--- src/rtl/core/idci_pkg.sv ---
`timescale 1ns / 1ps
`default_nettype none
// ----------------------------------------------------------------------------
// idci_pkg
// Shared types, register offsets and helpers of the interrupt controller.
// ----------------------------------------------------------------------------
package idci_pkg;

  localparam int NUM_IRQS_DEFAULT = 1024;

  localparam logic [2:0] OP_DIST_RD = 3'd0;
  localparam logic [2:0] OP_DIST_WR = 3'd1;
  localparam logic [2:0] OP_CPU_RD  = 3'd2;
  localparam logic [2:0] OP_CPU_WR  = 3'd3;
  localparam logic [2:0] OP_LINE    = 3'd4;

  localparam logic [11:0] OFF_CTRL     = 12'h000;
  localparam logic [11:0] OFF_PMASK    = 12'h004;
  localparam logic [11:0] OFF_ACK      = 12'h00C;
  localparam logic [11:0] OFF_EOI      = 12'h010;
  localparam logic [11:0] OFF_SET_BASE = 12'h100;
  localparam logic [11:0] OFF_CLR_BASE = 12'h180;
  localparam logic [11:0] OFF_EN_END   = 12'h200;

  localparam logic [31:0] SPURIOUS_ID = 32'd1023;

  typedef enum logic [2:0] {
    K_REG,
    K_EN_RD,
    K_EN_SET,
    K_EN_CLR,
    K_ACK,
    K_EOI,
    K_LINE
  } kind_t;

  typedef enum logic [2:0] {
    S_IDLE,
    S_DECODE,
    S_UPDATE,
    S_SCAN,
    S_CLAIM,
    S_DONE
  } state_t;

  typedef struct packed {
    logic capture;
    logic exec;
    logic scan_start;
    logic scan_step;
    logic update;
    logic claim;
    logic spurious;
    logic emit;
  } cmd_t;

  typedef struct packed {
    kind_t kind;
    logic  scan_hit;
    logic  scan_end;
  } status_t;

  function automatic logic [4:0] first_set(input logic [31:0] w);
    logic [4:0] r;
    r = '0;
    for (int i = 31; i >= 0; i--) begin
      if (w[i]) begin
        r = 5'(i);
      end
    end
    return r;
  endfunction

endpackage
`default_nettype wire

--- src/rtl/core/idci_ctrl.sv ---
`timescale 1ns / 1ps
`default_nettype none
// ----------------------------------------------------------------------------
// idci_ctrl
// Sequencer: steps each request through decode, row update or scan, and
// holds the result valid until it is taken.
// ----------------------------------------------------------------------------
module idci_ctrl (
  input  wire logic              clk,
  input  wire logic              rst,
  input  wire logic              in_valid,
  output logic                   in_ready,
  output logic                   out_valid,
  input  wire logic              out_ready,
  input  wire idci_pkg::status_t status,
  output idci_pkg::cmd_t         cmd
);
  import idci_pkg::*;

  state_t state, state_next;
  logic   out_valid_next;

  always_ff @(posedge clk) begin
    if (rst) begin
      state     <= S_IDLE;
      out_valid <= 1'b0;
    end else begin
      state     <= state_next;
      out_valid <= out_valid_next;
    end
  end

  always_comb begin
    state_next = state;
    case (state)
      S_IDLE: begin
        if (in_valid) begin
          state_next = S_DECODE;
        end
      end
      S_DECODE: begin
        if (status.kind == K_ACK) begin
          state_next = S_SCAN;
        end else if (status.kind == K_REG) begin
          state_next = S_DONE;
        end else begin
          state_next = S_UPDATE;
        end
      end
      S_UPDATE: state_next = S_DONE;
      S_SCAN: begin
        if (status.scan_hit) begin
          state_next = S_CLAIM;
        end else if (status.scan_end) begin
          state_next = S_DONE;
        end
      end
      S_CLAIM: state_next = S_DONE;
      S_DONE: begin
        if (!out_valid || out_ready) begin
          state_next = S_IDLE;
        end
      end
      default: state_next = S_IDLE;
    endcase
  end

  always_comb begin
    cmd            = '0;
    in_ready       = 1'b0;
    out_valid_next = out_valid && !out_ready;
    case (state)
      S_IDLE: begin
        in_ready    = 1'b1;
        cmd.capture = in_valid;
      end
      S_DECODE: begin
        cmd.exec       = 1'b1;
        cmd.scan_start = (status.kind == K_ACK);
      end
      S_UPDATE: cmd.update = 1'b1;
      S_SCAN: begin
        cmd.scan_step = 1'b1;
        cmd.spurious  = !status.scan_hit && status.scan_end;
      end
      S_CLAIM: cmd.claim = 1'b1;
      S_DONE: begin
        if (!out_valid || out_ready) begin
          cmd.emit       = 1'b1;
          out_valid_next = 1'b1;
        end
      end
      default: ;
    endcase
  end

endmodule
`default_nettype wire

--- config.mk ---
export PLATFORM = sky130hd
export DESIGN_NAME = idci_ctrl
export DESIGN_NICKNAME = d
export VERILOG_FILES = /design/src/rtl/core/idci_pkg.sv /design/src/rtl/core/idci_ctrl.sv
export SDC_FILE = /design/constraint.sdc
export NUM_CORES = 1
export LEC_CHECK = 0
export BUFFER_PORTS_ARGS = -buffer_cell sky130_fd_sc_hd__buf_2
export CORE_AREA = 2 2 39 41
export DETAILED_ROUTE_END_ITERATION = 8
export DIE_AREA = 0 0 41 43
export GPL_TIMING_DRIVEN = 0
export PLACE_DENSITY = 0.5
export SYNTH_ARGS = -nofsm -noshare
export SYNTH_HDL_FRONTEND = slang
export SYNTH_SLANG_ARGS = --single-unit
--- constraint.sdc ---
create_clock -name clk -period 1.2 [get_ports clk]
set_input_delay 0.24 -clock clk [delete_from_list [all_inputs] [get_ports clk]]
set_output_delay 0.24 -clock clk [all_outputs]
set_load 0.05 [all_outputs]
==> parameters.txt <==
Parameter                              Value

Status
  Outcome ... finished with violations
  Failing checks ... negative setup slack

Critical path
  WP data required ... 960 ps
  Slack of the worst reg-to-reg path ... -200 ps
  Endpoint kind of the worst setup timing path ... output port
  Worst flop-to-flop path startpoint ... state[2]$_SDFFE_PP0P_
  Arrival time of data at the critical path endpoint ... 1180 ps
  Depth of the worst register-to-register path ... 5
  End of the worst register-to-register path ... state[0]$_SDFFE_PP0P_
  Worst setup path class ... flop to output port
  Critical Path Fanout Max ... 5
  Type of element launching the critical path ... flop

Power and ir drop
  Total power of the final layout ... 0.9242 mW
  Peak ir drop on the vdd network ... 0.5815 mV
  Leakage component of the power ... 0.3440 nW
  Pwr per Cell Area ... 1217 mW/mm²

Die
  Number of placed I/O pins ... 19
  Area inside the core boundary ... 0.001384 mm²
  Die area ... 0.001763 mm²
  Die boundary height ... 43 µm
  Row count ... 14
  Chip Width ... 41 µm
  Initial core utilization ... 0.1989

Timing
  Upper clock frequency limit ... 704.0 MHz
  Remaining max-slew budget at the tightest pin ... 0.7828
  Clock Skews ... 4.511 ps
  Slew @ Worst Pin ... 321.7 ps
  Fin crit share ... 1.184
  Min cycle time layout ... 1420 ps
  Unrepaired setup endpoints after global routing ... yes
  Post-route setup slack ... -220.4 ps
  Final Max Slew Viols ... 0
  Total negative slack for setup checks ... -2122 ps
  Total of endpoints with negative setup slack in the final report ... 12
  Hold violation count in the final report ... 0

Yosys
  Number of distinct library cell variants in the gate-level netlist after synthesis ... 19
  Synthesized netlist cell count ... 36
  Average instance area after synthesis ... 7.646 µm²
  Warning count from the yosys run ... 0
  Fraction of registers with async set/reset ... 0
  Count of flip-flops with a built-in enable after synthesis ... 0
  Flip-flop and latch count after synthesis ... 4
  Most common flop cell mapped by yosys ... sky130_fd_sc_hd__dfxtp_1
  Share of synthesized area occupied by flip-flops and latches ... 0.2909
  Cell area after synthesis ... 275.3 µm²
  Post-synth net total ... 45

Detailed routing
  Total wirelength of the detailed-routed design ... 1077 µm
  Detailed-router iteration count before antenna repair ... 2
  Via count normalized by instance count ... 4.611
  Via count of the routed design ... 415
  Routed WL per cell ... 11.97 µm
  Residual DRC ... 0
  Detailed Route Iter0 Violations ... 1
  Number of nets still failing antenna checks after routing ... 0

Place
  DP HPWL ... 597.4 µm
  Final weighted congestion of routability-driven global placement ... 0.6929
  Dpl cells ... 70
  Input/output buffers ... 18

Hold path
  Worst hold stages ... 2
  Endpoint of the worst hold-timing path ... state[1]$_SDFFE_PP0P_
  Worst hold start ... rst
  Path category of the worst min-delay check ... input pin to flop

Cells and area
  Net count, final ... 85
  Antenna Cells ... 0
  Non-filler instance count after layout ... 90
  Layout overhead on the synthesized area ... 175.9%
  Fraction of final layout cells sized beyond drive strength 1 ... 0.8243

Clock tree
  Post-CTS clock slew at the launch and capture registers of the worst setup and hold paths ... 40 ps
  CTS buffer count ... 3
  Number of clock sinks ... 4
  Cts hold-fix bufs ... 0
  Clock latency reported for the late side of the worst-skew pair ... 240 ps
  Maximum number of buffers from clock root to sink ... 2
  Level count of the clock H-tree ... 1
  CTS tree ... yes
  Cell at the root of the clock tree ... sky130_fd_sc_hd__clkbuf_4

Global routing
  First-pass GRT wire length ... 1683 µm
  Met1 capacity usage during global routing ... 0.1484
  GRT Resource Usage Total ... 0.1387
  Remaining Overflow, GRT ... 0
  Maximum number of pins on one net before global-route repair ... 6
  Vias in the first global route ... 434
  Number of antenna violations at the first check in global routing ... 0
  Busiest metal layer after global routing ... met2
  GR Util met2 ... 0.2406
  GR met3 Demand/Resource ... 0.06283

Run
  Max-capacitance violation count ... 0
-- sequential cells by signal (all words and copies together), names as in the netlist --
name,count
state,3
out_valid,1
-- where the power goes --
part           internal, mW  switching, mW
clock                 0.112         0.0628
sequential            0.151         0.0199
combinational         0.287          0.291
total                 0.551          0.373
-- cells in the mapped netlist (2+ instances only) --
cell | instances | area [µm²]
sky130_fd_sc_hd__o311ai_0 | 2 | 17.52
sky130_fd_sc_hd__nor3_1 | 4 | 20.02
sky130_fd_sc_hd__a21oi_1 | 3 | 15.01
sky130_fd_sc_hd__nor2_1 | 3 | 11.26
sky130_fd_sc_hd__nand3_1 | 2 | 10.01
sky130_fd_sc_hd__or3_1 | 2 | 12.51
sky130_fd_sc_hd__dfxtp_1 | 4 | 80.08
sky130_fd_sc_hd__inv_1 | 3 | 11.26
sky130_fd_sc_hd__nand2b_1 | 2 | 12.51
sky130_fd_sc_hd__and3_1 | 2 | 12.51
-- critical path, cell delays in order, from the launching register on --
cell and delay [ps]:
sky130_fd_sc_hd__dfxtp_4 360, sky130_fd_sc_hd__nand2b_4 170, sky130_fd_sc_hd__nor2_4 80, sky130_fd_sc_hd__and3_4 190, sky130_fd_sc_hd__buf_8 140
-- worst max-delay path by stage --
| stage | slack [ps] | startpoint | cells past startpoint | endpoint |
|---|---|---|---|---|
| after floorplan | -270 | state[0]$_SDFFE_PP0P_ | 3 | cmd[7] |
| after global placement | -220 | state[2]$_SDFFE_PP0P_ | 4 | cmd[5] |
| after detailed placement | -240 | state[2]$_SDFFE_PP0P_ | 4 | cmd[5] |
| after CTS | -230 | state[0]$_SDFFE_PP0P_ | 5 | cmd[5] |
| after global routing | -270 | state[0]$_SDFFE_PP0P_ | 5 | cmd[5] |
| final | -220 | state[2]$_SDFFE_PP0P_ | 4 | cmd[5] |
-- routing by layer --
layer  vias up  share of wire
met3         0          0.044
li1        207              -
met1       197           0.37
met5         -              0
met2        11           0.58
met4         0              0
-- kinds of logic after synthesis --
kind of cell | share of synthesized area
buffers and inverters | 0.08181
AOI/OAI and AO/OA | 0.1954
and+or+nand+nor | 0.4318
DFF | 0.2909
-- layout make-up --
cell class	count	area, µm²
sequential	4	90.09
timing repair buffer	35	319.1
tap	16	20.02
clock buffer	3	22.52
buffer	1	11.26
fill	128	624.3
inverter	3	18.77
multi-input combinational	28	277.8
-- what timing repair did --
action,in CTS,in global routing
cloned,1,0
endpoints found under the setup margin,12,12
buffers inserted,16,0
gates resized for setup,39,6
pin swaps,6,3
-- placed cells by master, fill, tap and decap left out --
cell type,n
sky130_fd_sc_hd__o21ai_1,1
sky130_fd_sc_hd__or4_1,1
sky130_fd_sc_hd__dfxtp_2,2
sky130_fd_sc_hd__and3_4,2
sky130_fd_sc_hd__nor2_4,2
sky130_fd_sc_hd__inv_2,1
sky130_fd_sc_hd__or2_1,1
sky130_fd_sc_hd__nand2b_1,1
sky130_fd_sc_hd__inv_1,1
sky130_fd_sc_hd__o311ai_2,1
sky130_fd_sc_hd__nor2b_4,1
sky130_fd_sc_hd__and2_4,1
sky130_fd_sc_hd__buf_4,10
sky130_fd_sc_hd__a21oi_1,2
sky130_fd_sc_hd__or3_4,1
sky130_fd_sc_hd__or3_1,1
sky130_fd_sc_hd__nand2b_4,2
sky130_fd_sc_hd__a31oi_1,1
sky130_fd_sc_hd__o311ai_0,1
sky130_fd_sc_hd__buf_6,8
sky130_fd_sc_hd__nand3_4,1
sky130_fd_sc_hd__nand3_1,1
sky130_fd_sc_hd__nor3_1,1
sky130_fd_sc_hd__buf_8,6
sky130_fd_sc_hd__inv_8,1
sky130_fd_sc_hd__buf_2,11
sky130_fd_sc_hd__a21oi_2,1
sky130_fd_sc_hd__dfxtp_4,2
sky130_fd_sc_hd__nor3_4,3
sky130_fd_sc_hd__clkbuf_4,3
sky130_fd_sc_hd__a211o_2,1
sky130_fd_sc_hd__buf_12,1
sky130_fd_sc_hd__nor2_1,1
-- per-stage QoR --
stage | hold WS (ps) | worst slack, ps | cell area, µm² | util
finish | 201.6 | -220.4 | 759.5 | 0.5488
detailed placement | 448.6 | -240.5 | 451.7 | 0.3264
CTS | 194.6 | -229.2 | 735.7 | 0.5316
floorplan | 301.7 | -271.3 | 341.6 | -
global placement | 453.4 | -221.0 | 451.7 | 0.3264
global route | 206.5 | -269.4 | 759.5 | 0.5488
(Power assumes the default switching activity.)
